<file path="config.mk">
export PLATFORM = sky130hd
export DESIGN_NAME = pcg32_random_generator_top
export DESIGN_NICKNAME = d
export VERILOG_FILES = /design/src/hdl/pcg32_pkg.sv /design/src/hdl/pcg32_random_generator_top.sv /design/src/hdl/pcg32_lcg.sv /design/src/hdl/pcg32_mod.sv
export SDC_FILE = /design/constraint.sdc
export NUM_CORES = 2
export LEC_CHECK = 0
export ABC_CLOCK_PERIOD_IN_PS = 4920
export BUFFER_PORTS_ARGS = -buffer_cell sky130_fd_sc_hd__buf_2
export CAP_MARGIN = 20
export CORE_MARGIN = 2
export CORE_UTILIZATION = 55
export DETAILED_ROUTE_END_ITERATION = 16
export PLACE_DENSITY = 0.75
export SLEW_MARGIN = 20
export SYNTH_ARGS = -nofsm -noshare
export SYNTH_HDL_FRONTEND = slang
export SYNTH_HIERARCHICAL = 1
export SYNTH_SLANG_ARGS = --single-unit
</file>
<file path="constraint.sdc">
create_clock -name clk -period 4.92 [get_ports clk]
set_input_delay 0.492 -clock clk [delete_from_list [all_inputs] [get_ports clk]]
set_output_delay 0.492 -clock clk [all_outputs]
set_load 0.01 [all_outputs]
</file>
<file path="src/hdl/pcg32_pkg.sv">
// Shared constants and types for the PCG32 XSH-RR random generator.
`default_nettype none
package pcg32_pkg;

	localparam int unsigned STATE_W    = 64;
	localparam int unsigned WORD_W     = 32;
	localparam int unsigned SEQ_W      = 63;
	localparam int unsigned CMD_W      = 2;
	localparam int unsigned IDX_W      = 1;

	localparam logic [STATE_W-1:0] PCG_MULT = 64'd6364136223846793005;
	localparam int unsigned XSH_SHIFT  = 18;
	localparam int unsigned XSH_SELECT = 27;
	localparam int unsigned ROT_POS    = 59;
	localparam int unsigned ROT_W      = 5;

	localparam logic [STATE_W-1:0] LCG_STATE_RESET = 64'h853c49e6748fea9b;
	localparam logic [STATE_W-1:0] LCG_INC_RESET   = 64'hda3e39cb94b95bdb;

	localparam int unsigned LCG_DIGIT_W = 4;
	localparam int unsigned LCG_STEPS   = STATE_W / LCG_DIGIT_W;
	localparam int unsigned LCG_CNT_W   = $clog2(LCG_STEPS);
	localparam int unsigned MOD_CNT_W   = $clog2(WORD_W);

	localparam logic [CMD_W-1:0] CMD_RAW     = 2'd0;
	localparam logic [CMD_W-1:0] CMD_BOUNDED = 2'd1;
	localparam logic [CMD_W-1:0] CMD_RESEED  = 2'd2;

	localparam logic [IDX_W-1:0] REG_SEED_STATE    = 1'd0;
	localparam logic [IDX_W-1:0] REG_SEED_SEQUENCE = 1'd1;

	typedef struct packed {
		logic advance;
		logic clear;
		logic add_seed;
	} lcg_cmd_t;

endpackage
`default_nettype wire

</file>
<file path="src/hdl/pcg32_random_generator_top.sv">
// A raw word is offered once its digit-serial LCG advance is done.
// A bounded draw finds the threshold, redraws words below it, then takes the remainder.
// Reseed clears, advances, adds the seed, advances; a zero bound or unused code just finishes.
// One command is worked on at a time; the next is taken while the previous result still waits.
// Reset is asynchronous and active low; it restores the default LCG state and increment.
`default_nettype none
module pcg32_random_generator_top (
	input  wire                               clk,
	input  wire                               arst_n,
	input  wire                               s_tvalid,
	output logic                              s_tready,
	input  wire  [pcg32_pkg::WORD_W-1:0]      s_tdata,  // bound
	input  wire  [pcg32_pkg::CMD_W-1:0]       s_tuser,  // command
	output logic                              m_tvalid,
	input  wire                               m_tready,
	output logic [pcg32_pkg::WORD_W-1:0]      m_tdata,  // value
	output logic [0:0]                        m_tuser,  // bad_bound
	input  wire                               wr_en,
	input  wire  [pcg32_pkg::IDX_W-1:0]       wr_index,
	input  wire  [pcg32_pkg::STATE_W-1:0]     wr_data
);

	typedef enum logic [3:0] {
		ST_IDLE, ST_RAW, ST_THR, ST_DRAW, ST_REM,
		ST_RS_A, ST_RS_B, ST_RS_C, ST_RS_D, ST_FIN
	} state_t;

	state_t                           state_q;
	logic [pcg32_pkg::STATE_W-1:0]    seed_state_q;
	logic [pcg32_pkg::SEQ_W-1:0]      seed_seq_q;
	logic [pcg32_pkg::WORD_W-1:0]     bound_q;
	logic [pcg32_pkg::WORD_W-1:0]     thr_q;
	logic [pcg32_pkg::WORD_W-1:0]     res_value_q;
	logic                             res_bad_q;
	logic                             m_tvalid_q;
	logic [pcg32_pkg::WORD_W-1:0]     m_tdata_q;
	logic                             m_tuser_q;

	pcg32_pkg::lcg_cmd_t              lcg_cmd;
	logic [pcg32_pkg::WORD_W-1:0]     lcg_word;
	logic                             lcg_done;
	logic                             mod_start;
	logic [pcg32_pkg::WORD_W-1:0]     mod_dividend;
	logic [pcg32_pkg::WORD_W-1:0]     mod_divisor;
	logic [pcg32_pkg::WORD_W-1:0]     mod_rem;
	logic                             mod_done;
	logic                             accept;
	logic                             below_thr;
	logic                             out_load;

	assign s_tready  = (state_q == ST_IDLE);
	assign accept    = s_tvalid && s_tready;
	assign below_thr = (lcg_word < thr_q);
	assign out_load  = (state_q == ST_FIN) && (!m_tvalid_q || m_tready);

	always_ff @(posedge clk or negedge arst_n) begin
		if (!arst_n) begin
			seed_state_q <= '0;
			seed_seq_q   <= '0;
		end else if (wr_en) begin
			unique case (wr_index)
				pcg32_pkg::REG_SEED_STATE:    seed_state_q <= wr_data;
				pcg32_pkg::REG_SEED_SEQUENCE: seed_seq_q   <= wr_data[pcg32_pkg::SEQ_W-1:0];
				default: ;
			endcase
		end
	end

	always_comb begin
		lcg_cmd      = '0;
		mod_start    = 1'b0;
		mod_dividend = lcg_word;
		mod_divisor  = bound_q;
		unique case (state_q)
			ST_IDLE: begin
				mod_dividend = '0 - s_tdata;
				mod_divisor  = s_tdata;
				if (accept) begin
					lcg_cmd.advance = (s_tuser == pcg32_pkg::CMD_RAW);
					lcg_cmd.clear   = (s_tuser == pcg32_pkg::CMD_RESEED);
					mod_start       = (s_tuser == pcg32_pkg::CMD_BOUNDED) && (s_tdata != '0);
				end
			end
			ST_THR:  lcg_cmd.advance = mod_done;
			ST_DRAW: begin
				lcg_cmd.advance = lcg_done && below_thr;
				mod_start       = lcg_done && !below_thr;
			end
			ST_RS_A: lcg_cmd.advance  = 1'b1;
			ST_RS_B: lcg_cmd.add_seed = lcg_done;
			ST_RS_C: lcg_cmd.advance  = 1'b1;
			default: ;
		endcase
	end

	always_ff @(posedge clk or negedge arst_n) begin
		if (!arst_n) begin
			state_q     <= ST_IDLE;
			bound_q     <= '0;
			thr_q       <= '0;
			res_value_q <= '0;
			res_bad_q   <= 1'b0;
			m_tvalid_q  <= 1'b0;
			m_tdata_q   <= '0;
			m_tuser_q   <= 1'b0;
		end else begin
			if (out_load) begin
				m_tvalid_q <= 1'b1;
				m_tdata_q  <= res_value_q;
				m_tuser_q  <= res_bad_q;
			end else if (m_tready) begin
				m_tvalid_q <= 1'b0;
			end
			unique case (state_q)
				ST_IDLE: begin
					if (accept) begin
						bound_q     <= s_tdata;
						res_value_q <= '0;
						res_bad_q   <= 1'b0;
						unique case (s_tuser)
							pcg32_pkg::CMD_RAW:    state_q <= ST_RAW;
							pcg32_pkg::CMD_BOUNDED: begin
								if (s_tdata == '0) begin
									res_bad_q <= 1'b1;
									state_q   <= ST_FIN;
								end else begin
									state_q <= ST_THR;
								end
							end
							pcg32_pkg::CMD_RESEED: state_q <= ST_RS_A;
							default:               state_q <= ST_FIN;
						endcase
					end
				end
				ST_RAW: begin
					if (lcg_done) begin
						res_value_q <= lcg_word;
						state_q     <= ST_FIN;
					end
				end
				ST_THR: begin
					if (mod_done) begin
						thr_q   <= mod_rem;
						state_q <= ST_DRAW;
					end
				end
				ST_DRAW: begin
					if (lcg_done && !below_thr) begin
						state_q <= ST_REM;
					end
				end
				ST_REM: begin
					if (mod_done) begin
						res_value_q <= mod_rem;
						state_q     <= ST_FIN;
					end
				end
				ST_RS_A: state_q <= ST_RS_B;
				ST_RS_B: begin
					if (lcg_done) begin
						state_q <= ST_RS_C;
					end
				end
				ST_RS_C: state_q <= ST_RS_D;
				ST_RS_D: begin
					if (lcg_done) begin
						state_q <= ST_FIN;
					end
				end
				ST_FIN: begin
					if (out_load) begin
						state_q <= ST_IDLE;
					end
				end
				default: state_q <= ST_IDLE;
			endcase
		end
	end

	pcg32_lcg u_lcg (
		.clk           (clk),
		.arst_n        (arst_n),
		.cmd           (lcg_cmd),
		.seed_state    (seed_state_q),
		.seed_sequence (seed_seq_q),
		.word          (lcg_word),
		.done          (lcg_done)
	);

	pcg32_mod u_mod (
		.clk      (clk),
		.arst_n   (arst_n),
		.start    (mod_start),
		.dividend (mod_dividend),
		.divisor  (mod_divisor),
		.rem      (mod_rem),
		.done     (mod_done)
	);

	assign m_tvalid   = m_tvalid_q;
	assign m_tdata    = m_tdata_q;
	assign m_tuser[0] = m_tuser_q;

endmodule
`default_nettype wire

</file>
<file path="src/hdl/pcg32_lcg.sv">
// Digit-serial LCG advance with XSH-RR output permutation.
`default_nettype none
module pcg32_lcg (
	input  wire                                 clk,
	input  wire                                 arst_n,
	input  wire  pcg32_pkg::lcg_cmd_t           cmd,
	input  wire  [pcg32_pkg::STATE_W-1:0]       seed_state,
	input  wire  [pcg32_pkg::SEQ_W-1:0]         seed_sequence,
	output logic [pcg32_pkg::WORD_W-1:0]        word,
	output logic                                done
);

	logic [pcg32_pkg::STATE_W-1:0]   state_q;
	logic [pcg32_pkg::STATE_W-1:0]   inc_q;
	logic [pcg32_pkg::STATE_W-1:0]   mplier_q;
	logic [pcg32_pkg::STATE_W-1:0]   mcand_q;
	logic [pcg32_pkg::LCG_CNT_W-1:0] cnt_q;
	logic                            busy_q;
	logic                            done_q;
	logic [pcg32_pkg::WORD_W-1:0]    word_q;
	logic [pcg32_pkg::STATE_W-1:0]   partial;

	function automatic logic [pcg32_pkg::WORD_W-1:0] permute(
		input logic [pcg32_pkg::STATE_W-1:0] old
	);
		logic [pcg32_pkg::STATE_W-1:0] mixed;
		logic [pcg32_pkg::WORD_W-1:0]  x;
		logic [pcg32_pkg::ROT_W-1:0]   rot;
		logic [pcg32_pkg::ROT_W-1:0]   rot_neg;
		mixed   = (old >> pcg32_pkg::XSH_SHIFT) ^ old;
		x       = mixed[pcg32_pkg::XSH_SELECT +: pcg32_pkg::WORD_W];
		rot     = old[pcg32_pkg::ROT_POS +: pcg32_pkg::ROT_W];
		rot_neg = ~rot + 5'd1;
		return (x >> rot) | (x << rot_neg);
	endfunction

	assign partial = mcand_q *
		{{(pcg32_pkg::STATE_W-pcg32_pkg::LCG_DIGIT_W){1'b0}},
		 mplier_q[pcg32_pkg::LCG_DIGIT_W-1:0]};

	always_ff @(posedge clk or negedge arst_n) begin
		if (!arst_n) begin
			state_q  <= pcg32_pkg::LCG_STATE_RESET;
			inc_q    <= pcg32_pkg::LCG_INC_RESET;
			mplier_q <= '0;
			mcand_q  <= '0;
			cnt_q    <= '0;
			busy_q   <= 1'b0;
			done_q   <= 1'b0;
			word_q   <= '0;
		end else begin
			done_q <= 1'b0;
			priority if (cmd.clear) begin
				state_q <= '0;
				inc_q   <= {seed_sequence, 1'b1};
			end else if (cmd.add_seed) begin
				state_q <= state_q + seed_state;
			end else if (cmd.advance) begin
				mplier_q <= state_q;
				mcand_q  <= pcg32_pkg::PCG_MULT;
				state_q  <= inc_q | {{(pcg32_pkg::STATE_W-1){1'b0}}, 1'b1};
				word_q   <= permute(state_q);
				cnt_q    <= '0;
				busy_q   <= 1'b1;
			end else if (busy_q) begin
				state_q  <= state_q + partial;
				mplier_q <= mplier_q >> pcg32_pkg::LCG_DIGIT_W;
				mcand_q  <= mcand_q << pcg32_pkg::LCG_DIGIT_W;
				cnt_q    <= cnt_q + 1'b1;
				if (cnt_q == pcg32_pkg::LCG_CNT_W'(pcg32_pkg::LCG_STEPS - 1)) begin
					busy_q <= 1'b0;
					done_q <= 1'b1;
				end
			end
		end
	end

	assign word = word_q;
	assign done = done_q;

endmodule
`default_nettype wire

</file>
<file path="src/hdl/pcg32_mod.sv">
// Bit-serial restoring remainder unit, one dividend bit per cycle.
`default_nettype none
module pcg32_mod (
	input  wire                                 clk,
	input  wire                                 arst_n,
	input  wire                                 start,
	input  wire  [pcg32_pkg::WORD_W-1:0]        dividend,
	input  wire  [pcg32_pkg::WORD_W-1:0]        divisor,
	output logic [pcg32_pkg::WORD_W-1:0]        rem,
	output logic                                done
);

	logic [pcg32_pkg::WORD_W-1:0]    a_q;
	logic [pcg32_pkg::WORD_W-1:0]    d_q;
	logic [pcg32_pkg::WORD_W-1:0]    rem_q;
	logic [pcg32_pkg::MOD_CNT_W-1:0] cnt_q;
	logic                            busy_q;
	logic                            done_q;
	logic [pcg32_pkg::WORD_W:0]      trial;
	logic [pcg32_pkg::WORD_W:0]      diff;

	assign trial = {rem_q, a_q[pcg32_pkg::WORD_W-1]};
	assign diff  = trial - {1'b0, d_q};

	always_ff @(posedge clk or negedge arst_n) begin
		if (!arst_n) begin
			a_q    <= '0;
			d_q    <= '0;
			rem_q  <= '0;
			cnt_q  <= '0;
			busy_q <= 1'b0;
			done_q <= 1'b0;
		end else begin
			done_q <= 1'b0;
			if (start) begin
				a_q    <= dividend;
				d_q    <= divisor;
				rem_q  <= '0;
				cnt_q  <= '0;
				busy_q <= 1'b1;
			end else if (busy_q) begin
				if (trial >= {1'b0, d_q}) begin
					rem_q <= diff[pcg32_pkg::WORD_W-1:0];
				end else begin
					rem_q <= trial[pcg32_pkg::WORD_W-1:0];
				end
				a_q   <= a_q << 1;
				cnt_q <= cnt_q + 1'b1;
				if (cnt_q == pcg32_pkg::MOD_CNT_W'(pcg32_pkg::WORD_W - 1)) begin
					busy_q <= 1'b0;
					done_q <= 1'b1;
				end
			end
		end
	end

	assign rem  = rem_q;
	assign done = done_q;

endmodule
`default_nettype wire

</file>
======== After elaboration in Yosys (flattened, before gate mapping) ========
Index checks and enable logic that the tools add are counted.
word-level totals
  bits in registers ....................... 658
  input bits .............................. 104
  output and inout bits ................... 35
  word-level logic and storage cells ...... 148
operators by class
  add/subtract/negate cells ............... 7
  multiply operators ...................... 1
  order comparisons ....................... 2
  eq/ne operators ......................... 21
  shift-type cells ........................ 2
  muxes and demuxes ....................... 57
  bitwise operators ....................... 6
  reductions and logical operators ........ 28
operators with widths
  kind                   number
  $mux 64                8
  $mux 32                10
  $add 64x64->64         2
  $pmux 32 s3            1
  $mul 64x4->64          1
  $xor 46x59->59         1
  $mux 4                 10
  $pmux 4 s9             1
  $ge 33x32->1           1
  $logic_not 32->1       1
  $lt 32x32->1           1
  $or 32x32->32          1
  $reduce_bool 32->1     1
  $shl 32x5->32          1
  $shr 32x5->32          1
  $sub 1x32->32 const A  1
  $sub 32x32->32         1
  $mux 1                 21
  $eq 4x3->1 const B     4
  $eq 4x4->1 const B     3
  $ne 2x1->1 const B     6
  $pmux 4 s3             1
  $add 5x1->5 const B    2
  $mux 5                 2
  other kinds (25)       42

======== Logic depth before layout (Yosys ltp) ========
  word-level depth ........................ 7
  depth in mapped cells ................... 23

======== Cells and area by module ========
The synthesis kept the hierarchy.
modules (own cells, without submodules)
  module                      instances  cells an instance  area an instance (sq um)  seq. area each (sq um)
  pcg32_lcg                   1          3,473              28,853.9                  7,170.6
  pcg32_random_generator_top  1          1,068              12,266.8                  6,556.3
  pcg32_mod                   1          702                6,391.1                   2,577.5

======== Worst setup path after synthesis ========
No wires, ideal clock.
  path kind ............................... reg2reg
  start point ............................. register u_lcg/mplier_q[2] in the netlist's numbering
  end point ............................... register u_lcg/state_q[62] in the netlist's numbering
  setup time .............................. 126 ps
  data arrival time ....................... 5,160 ps
  data required time ...................... 4,794 ps
  path slack .............................. -366 ps
  cell stages (with the launch flop) ...... 21
  buffers on the path ..................... 3
  path through ............................ dfrtp_1 clkbuf_1 clkbuf_1 nand2_1 fa_1 inv_1 fa_1 inv_1 fa_1 inv_1 ha_1 clkbuf_1 nand2_1 or3_1 or3_1 o32ai_1 a21oi_1 a31o_2 o21ai_1 xor2_1 a221o_1
between the ends
  longest elaborated chain between the ends .. 6
RTL lines
  element                 RTL line         RTL
  from (decl)             pcg32_lcg.sv:15  logic [pcg32_pkg::STATE_W-1:0] mplier_q;
  from (signal assigned)  pcg32_lcg.sv:59  mplier_q <= state_q;
  from (signal assigned)  pcg32_lcg.sv:67  mplier_q <= mplier_q >> pcg32_pkg::LCG_DIGIT_W;
  $mul 64x4->64           pcg32_lcg.sv:37  assign partial = mcand_q *
  $add 64x64->64          pcg32_lcg.sv:66  state_q <= state_q + partial;
  $mux 64                 pcg32_lcg.sv:65  end else if (busy_q) begin
  $mux 64                 pcg32_lcg.sv:58  end else if (cmd.advance) begin
  $mux 64                 pcg32_lcg.sv:56  end else if (cmd.add_seed) begin
  $mux 64                 pcg32_lcg.sv:53  priority if (cmd.clear) begin
  to (signal assigned)    pcg32_lcg.sv:57  state_q <= state_q + seed_state;
  to (signal assigned)    pcg32_lcg.sv:61  state_q <= inc_q | {{(pcg32_pkg::STATE_W-1){1'b0}}, 1'b1};
  to (signal assigned)    pcg32_lcg.sv:66
  to (decl)               pcg32_lcg.sv:13  logic [pcg32_pkg::STATE_W-1:0] state_q;
No other way between the ends. The select of a mux whose other input is x is not followed.
A chain may end at the register's enable or synchronous reset.

======== Worst setup path in the final report ========
  start point ............................. register u_lcg/mplier_q[3] in the netlist's numbering
  end point ............................... register u_lcg/state_q[59] in the netlist's numbering
Same word-level chain as after synthesis.

==> results.ini <==
[outcome]
status = finished, violations left
failed_checks = setup timing

[detailed_routing]
final_ant_viol_nets = 0
remaining_drc_errors = 0
wirelength_mm = 155
avgViaCountPerCell = 6.11
drtIter0Drc = 3931
dr.pass1.iters = 8
detail_route.wl_per_cell_um = 23.3
detailroute.via_count = 40655

[timing]
share_of_the_cycle_needed_by_the_critical_path_after_routing_pct = 102
fin_skew_ns = 0.0331
hold_viol = 0
final_number_of_max_transition_violations = 0
setup_slack_ns = -0.0772
setup_total_negative_slack_ns = -0.374
clock.fmax_ghz = 0.200
worst_slew_pin_slew_ns = 1.20
post-route-min-period_ns = 5.00
max-slew-margin-rel_pct = 19.9
rsz0062_at_grt = yes
setup_viol = 7

[yosys]
mappedNetlistNets = 5727
seq_area_frac_synth_pct = 34.3
synth.avg_cell_area_um2 = 9.06
async_flop_share_pct = 100
yosys.area_share.adder_pct = 12.8
main_combinational_cell_family_by_area_after_synthesis = compound AO/OA/AOI/OAI gates
number_of_storage_elements_in_the_synthesis_netlist = 648
synth_mux_area_share_pct = 11.6
synth_xor_xnor_area_share_pct = 3.74
number_of_distinct_library_cell_variants_in_the_gate_level_netlist_after_synthesis = 108
fraction_of_the_mapped_netlist_area_in_simple_logic_gates_pct = 14.6
synth_enable_flop_cells = 0
netlist_area_um2 = 47500
synth-compound-area-share_pct = 17.0
post_synth_inst_count = 5243
synth_flop_cell = sky130_fd_sc_hd__dfrtp_1
synth.yosys.warnings = 6

[clocking]
clk_transition_reported_paths_ns = 0.06
maximum_clock_insertion_buffer_count = 3
htreeDepth = 3
clkSinkCount = 648
clock-root-buffer = sky130_fd_sc_hd__clkbuf_16
cts_tree = built
number_of_cts_inserted_buffers = 74
worst_skew_pair.late_latency_ns = 0.66

[finish]
fillers = 6987
cell_area_after_layout_um2 = 55000
syn_to_final_growth_pct = 15.8
post_layout_nonfiller_instances = 6654
final_core_utilization_pct = 64.4
num-nets-final = 5931
post_route_cells_drive_above_1_share_pct = 22.5

[die]
dieArea_um2 = 88800
dieWidth_um = 298
row_count = 107
initial_utilization_pct = 55.6
num_io_pins = 139
core_area_um2 = 85400
dieHeight_um = 298

[pwr]
power_frac_comb_pct = 54.8
netSwitchingFraction_pct = 46.6
share_clk_of_total_power_pct = 17.4
cellPowerDensity_nw_per_um2 = 617
cellInternalPower_w = 0.0181
ir_worst_vdd_mv = 0.395
cellLeakagePower_nw = 25.2
power.switching_w = 0.0158
share_seq_of_total_power_pct = 27.8
power_w = 0.0339

[worst_setup_path]
timing.critical_path.required_ns = 5.44
cp_top_family = adder cells
maximum_single_stage_delay_on_the_critical_path_ns = 0.58
worst_ep_arrival_time_ns = 5.52
cpMaxStageDelayCell = sky130_fd_sc_hd__fa_1
critical_path_buf_inv_count = 4
worst_setup_path_end_kind = register
path_cells = buf_6 -> and2_4 -> nand3_2 -> a21boi_2 -> ha_1 -> fa_1 -> inv_1 -> fa_1 -> inv_2 -> ha_4 -> o21ai_4 -> and2_4 -> a211oi_4 -> o2111ai_2 -> a41o_2 -> o22a_1 -> o21a_2 -> buf_6 -> mux2_2 -> nor2_2 -> o21ai_1
worst-setup-path-type = register to register
start_kind = register
crit_path_max_fanout = 5

[placed_design]
dp.cells = 6475
post_placement_cell_area_um2 = 50700
final_wtd_congestion = 0.976
dpl.hpwl_mm = 114
placement.io_buffers = 138

[grt]
globalRouteOverflowTotal = 0
number_of_global_route_vias_before_repair = 40411
antenna_found_initial = 5
grt.total_usage_pct = 34.6
grt_first_pass_wirelength_mm = 239
grt_max_degree = 155

[min_path]
min-delay-path-class = input port to register

[flow_run]
drv_cap = 0

## flip-flops by register name (all words and copies together), names as in the netlist, 5 cells and up
| signal | count |
|---|---|
| u_lcg/word | 32 |
| seed_state_q | 64 |
| u_lcg/mcand_q | 54 |
| bound_q | 32 |
| seed_seq_q | 63 |
| u_mod/rem | 32 |
| u_mod/a_q | 32 |
| m_tdata | 32 |
| res_value_q | 32 |
| u_lcg/mplier_q | 64 |
| u_lcg/inc_q | 63 |
| thr_q | 32 |
| u_mod/d_q | 32 |
| u_lcg/state_q | 64 |
| u_mod/cnt_q | 5 |
## area by class of cell
cell class / instances / area (um^2) / share of cell area (%)
Antenna cell: 4 / 10.0 / 0.0182
Clock buffer: 100 / 2010 / 3.65
Tap cell: 1144 / 1430 / 2.60
Multi-Input combinational cell: 3853 / 29800 / 54.1
Sequential cell: 648 / 16300 / 29.6
Inverter: 428 / 1610 / 2.92
Timing Repair Buffer: 442 / 3360 / 6.10
Clock inverter: 35 / 551 / 1.00
## layout by cell type (no fill, tap or decap), drive strengths merged, types with 28 or more instances in the layout
cell	netlist	routed
nand2	682	682
dfrtp	577	577
buf	45	440
inv	426	431
o21ai	421	421
a21oi	344	344
mux2	300	300
nor2	297	297
and2	208	208
ha	205	205
fa	175	175
mux2i	171	171
xnor2	113	113
clkbuf	269	100
xor2	90	90
a21o	73	73
dfstp	71	71
a211oi	71	71
nor3	61	61
nand3	53	53
nand4	45	45
a22o	45	45
a22oi	45	45
and3	33	33
a31oi	32	32
o21a	29	29
o211ai	28	28
## final timing paths
kind	startpoint	cells past startpoint	end	slack, ns
worst max register to register	u_lcg/mplier_q[3]	21	u_lcg/state_q[59]	-0.08
max in group asynchronous	arst_n	3	u_mod/busy_q	3.35
min in group asynchronous	arst_n	2	seed_state_q[55]	0.33
worst min-delay path	wr_data[63]	2	seed_state_q[63]	0.08
worst max-delay path	u_lcg/mplier_q[3]	21	u_lcg/state_q[59]	-0.08
worst min register to register	u_lcg/mplier_q[30]	2	u_lcg/mplier_q[30]	0.48
## power by group through the flow
stage / combinational, W / sequential, W / clock (W)
finish: 0.0186 / 0.00943 / 0.00590
global route: 0.0202 / 0.00958 / 0.00617
CTS: 0.0179 / 0.00933 / 0.00597
detailed placement: 0.0173 / 0.00939 / 0
global placement: 0.0171 / 0.00934 / 0
floorplan: 0.0126 / 0.00823 / 0
## cell usage after synthesis (all sizes together), types with 7 or more instances
| master | n | area [um^2] |
|---|---|---|
| a221oi | 13 | 114 |
| a21boi | 11 | 82.6 |
| nand3 | 53 | 275 |
| a2111oi | 7 | 73.8 |
| or2 | 16 | 100 |
| nand4 | 45 | 282 |
| dfstp | 71 | 1870 |
| nand2 | 682 | 2560 |
| nor3 | 61 | 327 |
| inv | 426 | 1600 |
| mux2i | 171 | 1710 |
| a32o | 10 | 100 |
| nor2b | 22 | 138 |
| a211o | 11 | 106 |
| mux4 | 18 | 405 |
| mux2 | 300 | 3380 |
| ha | 205 | 2560 |
| o21ai | 421 | 2130 |
| dfrtp | 577 | 14400 |
| clkbuf | 269 | 1010 |
| o211ai | 28 | 210 |
| xnor2 | 113 | 990 |
| or3 | 14 | 87.6 |
| a22o | 45 | 394 |
| buf | 45 | 244 |
| nor3b | 10 | 80.1 |
| a22oi | 45 | 338 |
| a21oi | 344 | 1730 |
| o21a | 29 | 225 |
| xor2 | 90 | 788 |
| nor2 | 297 | 1110 |
| fa | 175 | 3500 |
| a311oi | 11 | 109 |
| o21bai | 22 | 176 |
| a211oi | 71 | 538 |
| a31o | 7 | 61.3 |
| a31oi | 32 | 215 |
| and2 | 208 | 1300 |
| o22ai | 18 | 113 |
| nand2b | 22 | 138 |
| o31ai | 13 | 126 |
| and3 | 33 | 206 |
| a21o | 73 | 548 |
| nor4 | 18 | 149 |
## timing repair
| item | CTS | global route |
|---|---|---|
| setup endpoints to repair | 35 | 44 |
| resized for setup | 165 | 129 |
| hold endpoints to repair | 20 | 0 |
| pin swaps | 91 | 105 |
| setup buffers | 24 | 13 |
| gates cloned | 4 | 0 |
| hold buffers | 1 | 0 |
## logic make-up after synthesis
group / count (synthesis)
buffers and inverters: 742
multiplexers: 489
adder cells (fa/ha/maj): 380
AO/OA/AOI/OAI: 1282
flip-flops: 648
XOR/XNOR: 203
AND/OR/NAND/NOR: 1499
## stage by stage
step                setup slack, ns  hold WS (ns)
floorplan                   -0.0132         0.196
global placement             -0.575         0.411
detailed placement           -0.640         0.415
CTS                         -0.0323        0.0504
global route                 -0.308        0.0694
finish                      -0.0772        0.0762
## routing by layer
layer / routed length, um / global-route usage (%) / up-vias
met5: 15 / 0 / -
met4: 10900 / 20.1 / 2
met3: 10500 / 5.43 / 436
met2: 73500 / 56.9 / 1643
met1: 60400 / 43.5 / 20062
li1: - / - / 18512
(Power assumes the default switching activity.)
